<file path="src/hdl/mlsp_pkg.sv">
`timescale 1ns / 1ps
// Shared types, codes and constants for the Matroska lace size parser.
// No dependencies; imported by every module of the block.
package mlsp_pkg;

    localparam int SIZE_BITS_DEF = 32;
    localparam int PAY_W         = 32;
    localparam int ACC_W         = 49;
    localparam int AW            = 52;
    localparam int DIV_STEPS     = 32;

    localparam logic       CMD_START = 1'b0;
    localparam logic       CMD_BYTE  = 1'b1;

    localparam logic [1:0] LACE_NONE  = 2'd0;
    localparam logic [1:0] LACE_XIPH  = 2'd1;
    localparam logic [1:0] LACE_FIXED = 2'd2;
    localparam logic [1:0] LACE_EBML  = 2'd3;

    localparam logic [1:0] ST_OK       = 2'd0;
    localparam logic [1:0] ST_BAD_VINT = 2'd1;
    localparam logic [1:0] ST_EXCEED   = 2'd2;
    localparam logic [1:0] ST_SHORT    = 2'd3;

    localparam logic [7:0] XIPH_CONT = 8'hFF;

    typedef enum logic [4:0] {
        PH_IDLE   = 5'b00001,
        PH_COUNT  = 5'b00010,
        PH_XIPH   = 5'b00100,
        PH_VFIRST = 5'b01000,
        PH_VREST  = 5'b10000
    } phase_t;

    typedef struct packed {
        logic [7:0]  idx;
        logic [31:0] size;
        logic [7:0]  rep;
        logic        last;
        logic [1:0]  status;
    } res_t;

    // signed vint delta bias: 2^(7*len-1) - 1
    function automatic logic [AW-1:0] vint_bias(input logic [2:0] len);
        logic [5:0] sh;
        sh = 6'(len) * 6'd7 - 6'd1;
        return (AW'(1) << sh) - AW'(1);
    endfunction

endpackage

</file>
<file path="src/hdl/mlsp_alu.sv">
`timescale 1ns / 1ps
// Shared add/subtract unit of the lace size parser.
// Depends on mlsp_pkg.
module mlsp_alu (
    input  logic [mlsp_pkg::AW-1:0] a,
    input  logic [mlsp_pkg::AW-1:0] b,
    input  logic                    sub,
    output logic [mlsp_pkg::AW-1:0] sum
);
    import mlsp_pkg::*;

    logic [AW-1:0] b_eff;

    assign b_eff = sub ? ~b : b;
    assign sum   = a + b_eff + AW'(sub);

endmodule

</file>
<file path="src/hdl/mlsp_seq.sv">
`timescale 1ns / 1ps
// Sequencer of the lace size parser: block state, division steps, result build.
// Depends on mlsp_pkg and mlsp_alu.
module mlsp_seq #(
    parameter int SIZE_BITS = mlsp_pkg::SIZE_BITS_DEF
) (
    input  logic              clk,
    input  logic              rst_n,
    input  logic              in_valid,
    output logic              in_ready,
    input  logic              in_cmd,
    input  logic [31:0]       in_block_size,
    input  logic [1:0]        in_lacing,
    input  logic [7:0]        in_data_byte,
    input  logic              res_room,
    output logic              res_push,
    output mlsp_pkg::res_t    res
);
    import mlsp_pkg::*;

    localparam int            LIM_BITS = (SIZE_BITS >= 32) ? 32 : SIZE_BITS;
    localparam logic [AW-1:0] SIZE_LIM = (AW'(1) << LIM_BITS) - AW'(1);

    typedef enum logic [14:0] {
        S_IDLE   = 15'b000000000000001,
        S_START  = 15'b000000000000010,
        S_DEC    = 15'b000000000000100,
        S_COUNT  = 15'b000000000001000,
        S_DIV    = 15'b000000000010000,
        S_FIXREM = 15'b000000000100000,
        S_FIX2   = 15'b000000001000000,
        S_XIPH   = 15'b000000010000000,
        S_VFIRST = 15'b000000100000000,
        S_VREST  = 15'b000001000000000,
        S_V1     = 15'b000010000000000,
        S_V2     = 15'b000100000000000,
        S_FINISH = 15'b001000000000000,
        S_FINAL  = 15'b010000000000000,
        S_EMIT   = 15'b100000000000000
    } state_t;

    state_t               state_reg, state_next, enext_reg, enext_next;
    phase_t               phase_reg, phase_next;
    logic [1:0]           mode_reg, mode_next;
    logic [7:0]           ftg_reg, ftg_next, total_reg, total_next;
    logic [PAY_W-1:0]     pay_reg, pay_next, sum_reg, sum_next, prev_reg, prev_next;
    logic [ACC_W-1:0]     acc_reg, acc_next;
    logic [2:0]           vleft_reg, vleft_next, vlen_reg, vlen_next;
    logic [4:0]           cnt_reg, cnt_next;

    logic [31:0]          bs_reg, bs_next;
    logic [1:0]           lacing_reg, lacing_next;
    logic [7:0]           byte_reg, byte_next;
    logic [PAY_W-1:0]     q_reg, q_next, cur_reg, cur_next;
    logic [8:0]           r_reg, r_next;
    logic [AW-1:0]        tmp_reg, tmp_next;
    logic                 bad_reg, bad_next;
    res_t                 pend_reg, pend_next;

    logic [AW-1:0]        alu_a, alu_b, alu_sum;
    logic                 alu_sub;
    logic [7:0]           idx;
    logic                 neg, over;
    logic [9:0]           div_part;
    logic [8:0]           divisor;
    logic [2:0]           vlen_new;
    logic [7:0]           ftg_dec;

    mlsp_alu u_alu (
        .a   (alu_a),
        .b   (alu_b),
        .sub (alu_sub),
        .sum (alu_sum)
    );

    assign idx      = total_reg - ftg_reg;
    assign ftg_dec  = ftg_reg - 8'd1;
    assign neg      = alu_sum[AW-1];
    assign over     = |(alu_sum >> LIM_BITS);
    assign div_part = {r_reg, q_reg[PAY_W-1]};
    assign divisor  = {1'b0, total_reg} + 9'd1;
    assign in_ready = (state_reg == S_IDLE);
    assign res_push = (state_reg == S_EMIT) && res_room;
    assign res      = pend_reg;

    always_comb
    begin
        if (byte_reg[7])      vlen_new = 3'd1;
        else if (byte_reg[6]) vlen_new = 3'd2;
        else if (byte_reg[5]) vlen_new = 3'd3;
        else if (byte_reg[4]) vlen_new = 3'd4;
        else if (byte_reg[3]) vlen_new = 3'd5;
        else if (byte_reg[2]) vlen_new = 3'd6;
        else                  vlen_new = 3'd7;
    end

    always_comb
    begin
        alu_a   = '0;
        alu_b   = '0;
        alu_sub = 1'b0;
        unique case (state_reg)
            S_START:
            begin
                alu_a   = AW'(bs_reg);
                alu_b   = AW'(4);
                alu_sub = 1'b1;
            end
            S_DEC:
            begin
                alu_a   = AW'(pay_reg);
                alu_b   = AW'(1);
                alu_sub = 1'b1;
            end
            S_DIV:
            begin
                alu_a   = AW'(div_part);
                alu_b   = AW'(divisor);
                alu_sub = 1'b1;
            end
            S_FIXREM:
            begin
                alu_a = AW'(q_reg);
                alu_b = AW'(r_reg);
            end
            S_XIPH:
            begin
                alu_a = AW'(acc_reg);
                alu_b = AW'(byte_reg);
            end
            S_V1:
            begin
                alu_a   = AW'(acc_reg);
                alu_b   = (idx == 8'd0) ? '0 : vint_bias(vlen_reg);
                alu_sub = 1'b1;
            end
            S_V2:
            begin
                alu_a = tmp_reg;
                alu_b = (idx == 8'd0) ? '0 : AW'(prev_reg);
            end
            S_FINISH:
            begin
                alu_a = AW'(sum_reg);
                alu_b = AW'(cur_reg);
            end
            S_FINAL:
            begin
                alu_a   = AW'(pay_reg);
                alu_b   = AW'(sum_reg);
                alu_sub = 1'b1;
            end
            default:
            begin
                alu_sub = 1'b0;
            end
        endcase
    end

    always_comb
    begin
        state_next  = state_reg;
        enext_next  = enext_reg;
        phase_next  = phase_reg;
        mode_next   = mode_reg;
        ftg_next    = ftg_reg;
        total_next  = total_reg;
        pay_next    = pay_reg;
        sum_next    = sum_reg;
        prev_next   = prev_reg;
        acc_next    = acc_reg;
        vleft_next  = vleft_reg;
        vlen_next   = vlen_reg;
        cnt_next    = cnt_reg;
        bs_next     = bs_reg;
        lacing_next = lacing_reg;
        byte_next   = byte_reg;
        q_next      = q_reg;
        r_next      = r_reg;
        tmp_next    = tmp_reg;
        cur_next    = cur_reg;
        bad_next    = bad_reg;
        pend_next   = pend_reg;

        unique case (state_reg)
            S_IDLE:
            begin
                if (in_valid)
                begin
                    bs_next     = in_block_size;
                    lacing_next = in_lacing;
                    byte_next   = in_data_byte;
                    if (in_cmd == CMD_START)
                        state_next = S_START;
                    else if (phase_reg == PH_IDLE)
                        state_next = S_IDLE;
                    else if (pay_reg == '0)
                    begin
                        pend_next  = '{idx: idx, size: '0, rep: 8'd1, last: 1'b1,
                                       status: ST_EXCEED};
                        phase_next = PH_IDLE;
                        enext_next = S_IDLE;
                        state_next = S_EMIT;
                    end
                    else
                        state_next = S_DEC;
                end
            end
            S_START:
            begin
                mode_next  = lacing_reg;
                ftg_next   = '0;
                total_next = '0;
                sum_next   = '0;
                prev_next  = '0;
                acc_next   = '0;
                vleft_next = '0;
                vlen_next  = '0;
                phase_next = PH_IDLE;
                enext_next = S_IDLE;
                if (neg)
                begin
                    pay_next   = '0;
                    pend_next  = '{idx: '0, size: '0, rep: 8'd1, last: 1'b1,
                                   status: ST_SHORT};
                    state_next = S_EMIT;
                end
                else
                begin
                    pay_next = alu_sum[PAY_W-1:0];
                    if (lacing_reg == LACE_NONE)
                    begin
                        pend_next  = '{idx: '0, size: alu_sum[31:0], rep: 8'd1,
                                       last: 1'b1, status: ST_OK};
                        state_next = S_EMIT;
                    end
                    else
                    begin
                        phase_next = PH_COUNT;
                        state_next = S_IDLE;
                    end
                end
            end
            S_DEC:
            begin
                pay_next = alu_sum[PAY_W-1:0];
                unique case (phase_reg)
                    PH_COUNT:  state_next = S_COUNT;
                    PH_XIPH:   state_next = S_XIPH;
                    PH_VFIRST: state_next = S_VFIRST;
                    PH_VREST:  state_next = S_VREST;
                    default:   state_next = S_IDLE;
                endcase
            end
            S_COUNT:
            begin
                total_next = byte_reg;
                ftg_next   = byte_reg;
                sum_next   = '0;
                prev_next  = '0;
                acc_next   = '0;
                if (byte_reg == 8'd0)
                    state_next = S_FINAL;
                else if (mode_reg == LACE_FIXED)
                begin
                    q_next     = pay_reg;
                    r_next     = '0;
                    cnt_next   = '0;
                    state_next = S_DIV;
                end
                else
                begin
                    phase_next = (mode_reg == LACE_XIPH) ? PH_XIPH : PH_VFIRST;
                    state_next = S_IDLE;
                end
            end
            S_DIV:
            begin
                r_next   = neg ? div_part[8:0] : alu_sum[8:0];
                q_next   = {q_reg[PAY_W-2:0], ~neg};
                cnt_next = cnt_reg + 5'd1;
                if (cnt_reg == 5'(DIV_STEPS - 1))
                    state_next = S_FIXREM;
            end
            S_FIXREM:
            begin
                // last frame = payload - q*(n-1) = q + r, with n = total_reg + 1 frames
                cur_next   = alu_sum[PAY_W-1:0];
                pend_next  = '{idx: '0, size: q_reg, rep: total_reg, last: 1'b0,
                               status: ST_OK};
                enext_next = S_FIX2;
                state_next = S_EMIT;
            end
            S_FIX2:
            begin
                pend_next  = '{idx: total_reg, size: cur_reg, rep: 8'd1, last: 1'b1,
                               status: ST_OK};
                phase_next = PH_IDLE;
                enext_next = S_IDLE;
                state_next = S_EMIT;
            end
            S_XIPH:
            begin
                if (over)
                    acc_next = SIZE_LIM[ACC_W-1:0];
                else
                    acc_next = alu_sum[ACC_W-1:0];
                if (byte_reg == XIPH_CONT && pay_reg != '0)
                    state_next = S_IDLE;
                else
                begin
                    cur_next   = over ? SIZE_LIM[PAY_W-1:0] : alu_sum[PAY_W-1:0];
                    bad_next   = 1'b0;
                    acc_next   = '0;
                    state_next = S_FINISH;
                end
            end
            S_VFIRST:
            begin
                if (byte_reg < 8'd2)
                begin
                    pend_next  = '{idx: idx, size: '0, rep: 8'd1, last: 1'b1,
                                   status: ST_BAD_VINT};
                    phase_next = PH_IDLE;
                    enext_next = S_IDLE;
                    state_next = S_EMIT;
                end
                else
                begin
                    acc_next   = ACC_W'(byte_reg & (8'hFF >> vlen_new));
                    vlen_next  = vlen_new;
                    vleft_next = vlen_new - 3'd1;
                    if (vlen_new == 3'd1)
                        state_next = S_V1;
                    else
                    begin
                        phase_next = PH_VREST;
                        state_next = S_IDLE;
                    end
                end
            end
            S_VREST:
            begin
                acc_next   = {acc_reg[ACC_W-9:0], byte_reg};
                vleft_next = vleft_reg - 3'd1;
                state_next = (vleft_reg == 3'd1) ? S_V1 : S_IDLE;
            end
            S_V1:
            begin
                tmp_next   = alu_sum;
                state_next = S_V2;
            end
            S_V2:
            begin
                if (neg)
                begin
                    cur_next = '0;
                    bad_next = 1'b1;
                end
                else if (over)
                begin
                    cur_next = SIZE_LIM[PAY_W-1:0];
                    bad_next = 1'b1;
                end
                else
                begin
                    cur_next = alu_sum[PAY_W-1:0];
                    bad_next = 1'b0;
                end
                acc_next   = '0;
                phase_next = PH_VFIRST;
                state_next = S_FINISH;
            end
            S_FINISH:
            begin
                pend_next = '{idx: idx, size: cur_reg, rep: 8'd1, last: 1'b0,
                              status: ST_OK};
                if (bad_reg || alu_sum[PAY_W])
                    sum_next = '1;
                else
                    sum_next = alu_sum[PAY_W-1:0];
                prev_next  = cur_reg;
                ftg_next   = ftg_dec;
                enext_next = (ftg_dec == 8'd0) ? S_FINAL : S_IDLE;
                state_next = S_EMIT;
            end
            S_FINAL:
            begin
                if (neg)
                    pend_next = '{idx: total_reg, size: '0, rep: 8'd1, last: 1'b1,
                                  status: ST_EXCEED};
                else
                    pend_next = '{idx: total_reg, size: alu_sum[31:0], rep: 8'd1,
                                  last: 1'b1, status: ST_OK};
                phase_next = PH_IDLE;
                enext_next = S_IDLE;
                state_next = S_EMIT;
            end
            S_EMIT:
            begin
                if (res_room)
                    state_next = enext_reg;
            end
            default:
            begin
                state_next = S_IDLE;
            end
        endcase
    end

    always_ff @(posedge clk or negedge rst_n)
    begin
        if (!rst_n)
        begin
            state_reg <= S_IDLE;
            enext_reg <= S_IDLE;
            phase_reg <= PH_IDLE;
            mode_reg  <= '0;
            ftg_reg   <= '0;
            total_reg <= '0;
            pay_reg   <= '0;
            sum_reg   <= '0;
            prev_reg  <= '0;
            acc_reg   <= '0;
            vleft_reg <= '0;
            vlen_reg  <= '0;
            cnt_reg   <= '0;
        end
        else
        begin
            state_reg <= state_next;
            enext_reg <= enext_next;
            phase_reg <= phase_next;
            mode_reg  <= mode_next;
            ftg_reg   <= ftg_next;
            total_reg <= total_next;
            pay_reg   <= pay_next;
            sum_reg   <= sum_next;
            prev_reg  <= prev_next;
            acc_reg   <= acc_next;
            vleft_reg <= vleft_next;
            vlen_reg  <= vlen_next;
            cnt_reg   <= cnt_next;
        end
    end

    always_ff @(posedge clk)
    begin
        bs_reg     <= bs_next;
        lacing_reg <= lacing_next;
        byte_reg   <= byte_next;
        q_reg      <= q_next;
        r_reg      <= r_next;
        tmp_reg    <= tmp_next;
        cur_reg    <= cur_next;
        bad_reg    <= bad_next;
        pend_reg   <= pend_next;
    end

endmodule

</file>
<file path="src/hdl/mkv_lace_size_parser_top.sv">
`timescale 1ns / 1ps
// Top level of the Matroska SimpleBlock lace size parser: streaming ports, result queue.
// Depends on mlsp_pkg, mlsp_seq (with mlsp_alu).
//
// One item at a time; a new item is taken only in the idle state. A start item opens a
// block. A lace header byte with no block open is dropped; others move the header state
// on, close a Xiph or EBML frame (and the block, after its last frame), or give a result
// such as a bad vint length, a zero count or a used-up payload. The count byte of fixed
// lacing runs the 32 restoring division steps through the one shared 52-bit adder that
// carries the size sums, differences and compares. Results wait in a two-entry output
// queue, so the sequencer stalls only when two results are still untaken.
module mkv_lace_size_parser_top #(
    parameter int SIZE_BITS = mlsp_pkg::SIZE_BITS_DEF
) (
    input  logic        clk,
    input  logic        rst_n,
    input  logic        s_tvalid,
    output logic        s_tready,
    input  logic [47:0] s_tdata,   // block_size[31:0], lacing[33:32], data_byte[41:34]
    input  logic [0:0]  s_tuser,   // cmd[0]
    output logic        m_tvalid,
    input  logic        m_tready,
    output logic [47:0] m_tdata,   // frame_index[7:0], frame_size[39:8], repeat_count[47:40]
    output logic [1:0]  m_tuser,   // status[1:0]
    output logic        m_tlast
);
    import mlsp_pkg::*;

    res_t       qbuf_reg [2];
    logic       wp_reg, wp_next, rp_reg, rp_next;
    logic [1:0] cnt_reg, cnt_next;
    logic       push, pop, room;
    res_t       res, head;

    mlsp_seq #(
        .SIZE_BITS (SIZE_BITS)
    ) u_seq (
        .clk           (clk),
        .rst_n         (rst_n),
        .in_valid      (s_tvalid),
        .in_ready      (s_tready),
        .in_cmd        (s_tuser[0]),
        .in_block_size (s_tdata[31:0]),
        .in_lacing     (s_tdata[33:32]),
        .in_data_byte  (s_tdata[41:34]),
        .res_room      (room),
        .res_push      (push),
        .res           (res)
    );

    assign room     = (cnt_reg != 2'd2);
    assign m_tvalid = (cnt_reg != 2'd0);
    assign pop      = m_tvalid && m_tready;
    assign head     = qbuf_reg[rp_reg];
    assign m_tdata  = {head.rep, head.size, head.idx};
    assign m_tuser  = head.status;
    assign m_tlast  = head.last;

    assign wp_next  = push ? ~wp_reg : wp_reg;
    assign rp_next  = pop ? ~rp_reg : rp_reg;
    assign cnt_next = cnt_reg + 2'(push) - 2'(pop);

    always_ff @(posedge clk or negedge rst_n)
    begin
        if (!rst_n)
        begin
            wp_reg  <= 1'b0;
            rp_reg  <= 1'b0;
            cnt_reg <= '0;
        end
        else
        begin
            wp_reg  <= wp_next;
            rp_reg  <= rp_next;
            cnt_reg <= cnt_next;
        end
    end

    always_ff @(posedge clk)
    begin
        if (push)
            qbuf_reg[wp_reg] <= res;
    end

endmodule

</file>
<file path="config.mk">
export PLATFORM = sky130hd
export DESIGN_NAME = mkv_lace_size_parser_top
export DESIGN_NICKNAME = d
export VERILOG_FILES = /design/src/hdl/mlsp_pkg.sv /design/src/hdl/mlsp_alu.sv /design/src/hdl/mlsp_seq.sv /design/src/hdl/mkv_lace_size_parser_top.sv
export SDC_FILE = /design/constraint.sdc
export NUM_CORES = 1
export LEC_CHECK = 0
export BUFFER_PORTS_ARGS = -buffer_cell sky130_fd_sc_hd__buf_2
export CORE_ASPECT_RATIO = 1.2
export CORE_MARGIN = 3
export CORE_UTILIZATION = 50
export DETAILED_ROUTE_END_ITERATION = 8
export PLACE_DENSITY_LB_ADDON = 0.15
export SLEW_MARGIN = 10
export SYNTH_ARGS = -nofsm -noshare
export SYNTH_HDL_FRONTEND = slang
export SYNTH_HIERARCHICAL = 1
export SYNTH_SLANG_ARGS = --single-unit
export TNS_END_PERCENT = 5
</file>
<file path="constraint.sdc">
create_clock -name clk -period 22.4 [get_ports clk]
set_clock_uncertainty 0.15 [all_clocks]
set_input_delay 4.48 -clock clk [delete_from_list [all_inputs] [get_ports clk]]
set_output_delay 4.48 -clock clk [all_outputs]
set_load 0.02 [all_outputs]
</file>
==> results of run 1 <==
-- critical path, delay by kind of cell, from the launching register on --
family / cells / cell delay (ps)
flops: 1 / 510
fa+ha+maj: 4 / 1960
xor+xnor: 2 / 440
simple gates: 8 / 2110
compound gates: 8 / 3700
buf+inv: 7 / 2060
-- layer usage --
metal / GRT usage / vias to the layer above
met5: 0 / -
met2: 0.498 / 1440
li1: - / 10500
met1: 0.426 / 11800
met4: 0.130 / 4
met3: 0.0772 / 250
-- worst max-delay path by stage --
stage | startpoint | to | slack (ps)
2_1_floorplan | u_seq/vlen_reg[1]$_DFFE_PN0P_ | u_seq/res[0]$_DFFE_PP_ | 12870
3_3_place_gp | u_seq/vlen_reg[1]$_DFFE_PN0P_ | u_seq/cur_reg[29]$_DFFE_PP_ | 11500
3_5_place_dp | u_seq/vlen_reg[1]$_DFFE_PN0P_ | u_seq/cur_reg[28]$_DFFE_PP_ | 11320
4_1_cts | u_seq/vlen_reg[1]$_DFFE_PN0P_ | u_seq/cur_reg[28]$_DFFE_PP_ | 11290
5_1_grt | u_seq/vlen_reg[1]$_DFFE_PN0P_ | u_seq/cur_reg[23]$_DFFE_PP_ | 10670
6_report | u_seq/vlen_reg[1]$_DFFE_PN0P_ | u_seq/res[33]$_DFFE_PP_ | 11050
-- per-stage QoR --
step                      worst slack (ps)  power (mW)
after CTS                            11290        2.91
final                                11050        2.91
after detailed placement             11320        1.95
after global routing                 10670        3.02
after global placement               11500        1.94
after floorplan                      12870        1.71
-- cells by family after synthesis --
logic type / count (synthesis) / synth area share
XOR/XNOR: 142 / 0.0432
AND/OR/NAND/NOR: 903 / 0.147
adder cells (fa/ha/maj): 91 / 0.0399
buffers and inverters: 261 / 0.0384
multiplexers: 69 / 0.0324
flip-flops: 522 / 0.505
AO/OA/AOI/OAI: 780 / 0.195
-- power breakdown --
part	switching (mW)	internal (mW)
Sequential	0.104	1.15
Clock	0.395	0.566
Combinational	0.450	0.243
-- synthesized netlist by cell type, types with 6 or more instances --
library cell / count
sky130_fd_sc_hd__edfxtp_1: 321
sky130_fd_sc_hd__dfrtp_1: 198
sky130_fd_sc_hd__o21bai_1: 11
sky130_fd_sc_hd__a211o_1: 6
sky130_fd_sc_hd__xor2_1: 73
sky130_fd_sc_hd__or3_1: 8
sky130_fd_sc_hd__a2111oi_0: 6
sky130_fd_sc_hd__a221oi_1: 13
sky130_fd_sc_hd__a211oi_1: 13
sky130_fd_sc_hd__o22ai_1: 9
sky130_fd_sc_hd__xnor2_1: 68
sky130_fd_sc_hd__nand3_1: 68
sky130_fd_sc_hd__inv_1: 82
sky130_fd_sc_hd__o2111ai_1: 8
sky130_fd_sc_hd__nor4_1: 23
sky130_fd_sc_hd__nand2_1: 356
sky130_fd_sc_hd__mux2_4: 49
sky130_fd_sc_hd__ha_1: 88
sky130_fd_sc_hd__o21ai_0: 113
sky130_fd_sc_hd__or2_2: 7
sky130_fd_sc_hd__and2_1: 32
sky130_fd_sc_hd__o31ai_1: 9
sky130_fd_sc_hd__a31oi_1: 49
sky130_fd_sc_hd__a21o_1: 41
sky130_fd_sc_hd__nand4_1: 23
sky130_fd_sc_hd__clkbuf_1: 119
sky130_fd_sc_hd__a21oi_1: 153
sky130_fd_sc_hd__nand2b_1: 17
sky130_fd_sc_hd__a22oi_1: 41
sky130_fd_sc_hd__nor3_1: 87
sky130_fd_sc_hd__nor2b_1: 23
sky130_fd_sc_hd__and3_1: 11
sky130_fd_sc_hd__o211ai_1: 12
sky130_fd_sc_hd__o21a_1: 11
sky130_fd_sc_hd__mux2i_1: 14
sky130_fd_sc_hd__a221o_1: 34
sky130_fd_sc_hd__o21ai_1: 16
sky130_fd_sc_hd__nor2_1: 199
sky130_fd_sc_hd__buf_2: 26
sky130_fd_sc_hd__buf_1: 22
sky130_fd_sc_hd__a222oi_1: 60
sky130_fd_sc_hd__a22o_1: 126
-- layout make-up --
class                      count  area (um^2)
fill                        4995        25300
sequential                   522        14700
multi-input combinational   1985        13400
clock buffer                  63         1410
tap                          735          920
timing repair buffer         152          900
clock inverter                36          464
inverter                      85          319
antenna                        1         2.50
==> flow_summary.json, run 1 <==
{
  "layout.cells.most_common_list": "sky130_fd_sc_hd__nand2_1, sky130_fd_sc_hd__edfxtp_1, sky130_fd_sc_hd__dfrtp_1, sky130_fd_sc_hd__nor2_1, sky130_fd_sc_hd__a21oi_1",
  "crit_path_max_incr_delay_ps": 1170,
  "maxCapViolations": 0,
  "min_period_over_period": 0.507,
  "reg2reg_to": "u_seq/res[33]$_DFFE_PP_",
  "cts-htree-levels": 2,
  "synth_cell_types": 103,
  "core_mm2": 0.0574,
  "netlist.area_leader.share": 0.332,
  "area.growth.synth_to_final_pct": 10.5,
  "synth_seq_cells": 522,
  "tritoncts": "done",
  "grt_antenna_before_repair": 7,
  "input_output_buffers": 99,
  "finalHoldWorstSlack_ps": 292,
  "routed-via-count": 24000,
  "cts_resized": 0,
  "chip_height_um": 270,
  "max-vdd-ir-drop_mv": 0.0742,
  "setup_viol": 0,
  "hold_path.startpoint": "u_seq/res[38]$_DFFE_PP_",
  "critPathSlowestCell": "sky130_fd_sc_hd__a222oi_1",
  "dr.first_iter.drc_count": 3100,
  "fin_cells": 3579,
  "synth_area_leaders": "sky130_fd_sc_hd__edfxtp_1, sky130_fd_sc_hd__dfrtp_1, sky130_fd_sc_hd__nand2_1",
  "dpl_cell_area_mm2": 0.0302,
  "violations": "DRC",
  "worstSkewPairLatency_ps": 630,
  "syn_inst": 2768,
  "routed.top_layer": "met5",
  "timing.critical_path.mode_cell": "sky130_fd_sc_hd__buf_4",
  "floorplan.die_area_mm2": 0.0611,
  "detailed_place_hpwl_um": 66100,
  "hold_violations": 0,
  "grt_setup_unrepaired": "no",
  "effective_utilization_at_floorplan": 0.506,
  "cts.reportedPaths.clkPinSlew_ps": 60,
  "worstHoldPathType": "reg2reg",
  "grt_max_degree": 84,
  "route.antenna.remaining_nets": 0,
  "global_route_wire_length_before_repair_um": 147000,
  "post-cts-setup-buffer-count": 0,
  "largest_register_ffs": 102,
  "placement_rows": 96,
  "slew_viol_final": 0,
  "arrival_ps": 11500,
  "final_cell_area_mm2": 0.0321,
  "drt-met1-wl_um": 38700,
  "postSynthNetCount": 2912,
  "grt_overflow_total": 0,
  "cp-end-kind": "flop",
  "max_freq_ghz": 0.0881,
  "dr_wl_met3_um": 10900,
  "drt-pass1-iter-count": 9,
  "status": "finished with violations",
  "vias_in_the_first_global_route": 23100,
  "numPlacedInstances": 3478,
  "tightestPinTransition_ps": 1310,
  "leakagePower_nw": 13.5,
  "layout.cells.most_common": "sky130_fd_sc_hd__nand2_1",
  "timing.critical_path.from_type": "flop",
  "timing.reg2reg.setup_slack_ps": 11050,
  "worst-path-max-fanout": 32,
  "post-synth-top-area-cell": "sky130_fd_sc_hd__edfxtp_1",
  "worstHoldPathCells": 0,
  "power_density_mw_per_mm2": 90.6,
  "horizontal_extent_of_the_die_um": 226,
  "finish.net_count": 2944,
  "syn-cell-area_mm2": 0.0291,
  "synthArstFlopShare": 0.385,
  "worst_hold_endpoint": "qbuf_reg[1][38]$_DFFE_PP_",
  "yosys_most_used_dff": "sky130_fd_sc_hd__edfxtp_1",
  "detail_route.drc_violations": 1,
  "clk_root_buffer_cell": "sky130_fd_sc_hd__clkbuf_16",
  "ys.warnings.count": 6,
  "met2RoutedLength_um": 45200,
  "clk_path_buf_depth": 3,
  "max_slew_margin": 0.114,
  "cp_data_required_time_ps": 22550,
  "routed_wl_um": 99000,
  "grt_use_total": 0.318,
  "vias_per_cell": 6.70,
  "final_layout_size_suffix_gt1_frac": 0.125,
  "numCtsBuffers": 54,
  "synth_edf_count": 321,
  "routedWlPerCell_um": 27.7,
  "setup-tns-final_ps": 0,
  "yosysSeqAreaShare": 0.505,
  "finish.utilization": 0.559,
  "cts_sinks": 522,
  "final.min_clock_period_ps": 11350,
  "worstSetupPathType": "reg2reg",
  "ctsHoldBuffers": 0,
  "avgSynthCellArea_um2": 10.5,
  "regToRegStartpoint": "u_seq/vlen_reg[1]$_DFFE_PN0P_",
  "rr_worst_depth": 29,
  "floorplan.io_pins": 106,
  "gp_congestion": 0.980
}
Note: power is estimated with default switching activity, not from simulation.
==> run 2, diff against run 1 <==
==> constraint.sdc (replaced) <==
create_clock -name clk -period 11.3 [get_ports clk]
set_clock_uncertainty 0.15 [all_clocks]
set_input_delay 2.26 -clock clk [delete_from_list [all_inputs] [get_ports clk]]
set_output_delay 2.26 -clock clk [all_outputs]
set_load 0.02 [all_outputs]
==> run 2 against run 1 <==
  * The run now ends clean
  * Clock-buffer cell count rose by 12
  * Sequential share of layout area fell by 0.20 points
  * Clock power rose by 94%
  * First-iteration DRC count fell by 2.6%
  * Final cell count rose by 0.50%
  * Largest cell class unchanged
==> flow_summary.json, run 2 (synthesis results as in run 1) <==
{
  "status": "finished, final reports clean",
  "cp_data_required_time_ps": 11480,
  "area.growth.synth_to_final_pct": 11.0,
  "leakagePower_nw": 13.6,
  "power_density_mw_per_mm2": 179,
  "effective_utilization_at_floorplan": 0.506,
  "layout.cells.most_common": "sky130_fd_sc_hd__nand2_1",
  "vias_per_cell": 6.63,
  "arrival_ps": 10010,
  "cp-end-kind": "flop",
  "largest_register_ffs": 102,
  "grt_antenna_before_repair": 2,
  "numCtsBuffers": 53,
  "timing.critical_path.mode_cell": "sky130_fd_sc_hd__ha_1",
  "vias_in_the_first_global_route": 23000,
  "horizontal_extent_of_the_die_um": 226,
  "timing.critical_path.from_type": "flop",
  "grtUsageMet1": 0.440,
  "worstHoldPathType": "reg2reg",
  "global_route_wire_length_before_repair_um": 148000,
  "routed-via-count": 23800,
  "crit_path_max_incr_delay_ps": 760,
  "input_output_buffers": 99,
  "post-cts-setup-buffer-count": 0,
  "worstSetupPathType": "reg2reg",
  "floorplan.die_area_mm2": 0.0611,
  "worstSkewPairLatency_ps": 640,
  "floorplan.io_pins": 106,
  "regToRegStartpoint": "u_seq/vlen_reg[1]$_DFFE_PN0P_",
  "core_mm2": 0.0574,
  "clk_path_buf_depth": 3,
  "worstSetupStartpoint": "u_seq/vlen_reg[1]$_DFFE_PN0P_",
  "fin_cells": 3597,
  "clk_root_buffer_cell": "sky130_fd_sc_hd__clkbuf_16",
  "placement_rows": 96,
  "tritoncts": "done",
  "setup-tns-final_ps": 0,
  "detail_route.drc_violations": 0,
  "max_slew_margin": 0.130,
  "design_power_total_mw": 5.78,
  "final_layout_size_suffix_gt1_frac": 0.130,
  "top_usage_layer": "met2",
  "chip_height_um": 270,
  "slew_viol_final": 0,
  "cts.reportedPaths.clkPinSlew_ps": 60,
  "layout.cells.most_common_list": "sky130_fd_sc_hd__nand2_1, sky130_fd_sc_hd__edfxtp_1, sky130_fd_sc_hd__dfrtp_1, sky130_fd_sc_hd__nor2_1, sky130_fd_sc_hd__a21oi_1",
  "final.min_clock_period_ps": 9830,
  "globalRouteMet3Util": 0.0694,
  "cts-htree-levels": 2,
  "setup_viol": 0,
  "final_cell_area_mm2": 0.0323,
  "detailed_place_hpwl_um": 67800,
  "grt_use_total": 0.320,
  "cts_sinks": 522,
  "hold_path.startpoint": "u_seq/res[50]$_DFFE_PP_",
  "grt_overflow_total": 0,
  "numPlacedInstances": 3496,
  "cts_resized": 0,
  "ctsHoldBuffers": 0,
  "critPathSlowestCell": "sky130_fd_sc_hd__a211oi_1",
  "worst-path-max-fanout": 32,
  "tightestPinTransition_ps": 1300,
  "finish.net_count": 2960,
  "finish.utilization": 0.562,
  "maxCapViolations": 0,
  "route.antenna.remaining_nets": 0,
  "min_period_over_period": 0.870,
  "critical_path.n_buffers_inverters": 3,
  "fillers": 4962,
  "max_freq_ghz": 0.102,
  "grt_use_met2": 0.501,
  "gp_congestion": 0.980,
  "hold_violations": 0,
  "routedWlPerCell_um": 27.7,
  "routed_wl_um": 99600,
  "grt_max_degree": 78,
  "crit_family": "compound AO/OA/AOI/OAI gates",
  "grt_setup_unrepaired": "no",
  "dpl_cell_area_mm2": 0.0304,
  "max-vdd-ir-drop_mv": 0.157,
  "dr.first_iter.drc_count": 3020,
  "drt-pass1-iter-count": 9
}
[run 2: changes by cell type in the layout (fill, tap and decap cells not counted), moves of 2 or more]
cell | previous run | this run
sky130_fd_sc_hd__inv_6 | 1 | 4
sky130_fd_sc_hd__buf_4 | 52 | 68
sky130_fd_sc_hd__clkinv_2 | 10 | 5
sky130_fd_sc_hd__clkinv_1 | 8 | 4
sky130_fd_sc_hd__clkbuf_1 | 8 | 11
sky130_fd_sc_hd__bufinv_16 | 10 | 6
sky130_fd_sc_hd__clkbuf_8 | 1 | 11
sky130_fd_sc_hd__clkinv_4 | 5 | 2
sky130_fd_sc_hd__buf_12 | 0 | 2
[run 2: power breakdown]
group	switching, mW	internal, mW	total, mW
logic	0.910	0.500	1.41
clock network	0.785	1.09	1.87
registers	0.211	2.28	2.50
total	1.91	3.87	5.78
[run 2: path summary, 6_finish.rpt]
kind / endpoint / slack [ps] / depth (start not counted)
setup / recovery: u_seq/cur_reg[21]$_DFFE_PP_ / 1470 / 29
hold / removal: qbuf_reg[1][50]$_DFFE_PP_ / 290 / 0
min in group asynchronous: u_seq/pay_reg[5]$_DFFE_PN0P_ / 1510 / 1
max in group asynchronous: u_seq/acc_reg[47]$_DFFE_PN0P_ / 7980 / 2
setup reg to reg: u_seq/cur_reg[21]$_DFFE_PP_ / 1470 / 29
hold reg to reg: qbuf_reg[1][50]$_DFFE_PP_ / 290 / 0
[run 2: layer usage]
metal / wire length [um] / share of wire
met1: 40600 / 0.41
met2: 45200 / 0.45
met3: 9510 / 0.096
met4: 4290 / 0.043
met5: 23 / 0.00023
[run 2: cell type report]
type	instances	area (um^2)	share of cell area
timing repair buffer	169	1050	0.0327
multi-input combinational	1985	13400	0.416
antenna	1	2.50	0.0000776
clock buffer	75	1530	0.0474
clock inverter	25	333	0.0103
inverter	85	319	0.00989
tap	735	920	0.0285
sequential	522	14700	0.455
[run 2: worst register-to-register path, delay by kind of cell, from the launching register on]
| family | cells | cell delay [ps] |
|---|---|---|
| fa+ha+maj | 4 | 1430 |
| flops | 1 | 540 |
| buf+inv | 3 | 480 |
| compound gates | 11 | 4000 |
| simple gates | 10 | 2810 |
| xor+xnor | 1 | 140 |
[run 2: through the flow]
stage | hold WS [ps] | worst slack [ps]
after global placement | 275 | 1850
final | 294 | 1470
after floorplan | 271 | 1770
after detailed placement | 283 | 1670
after global routing | 303 | 922
after CTS | 298 | 1690
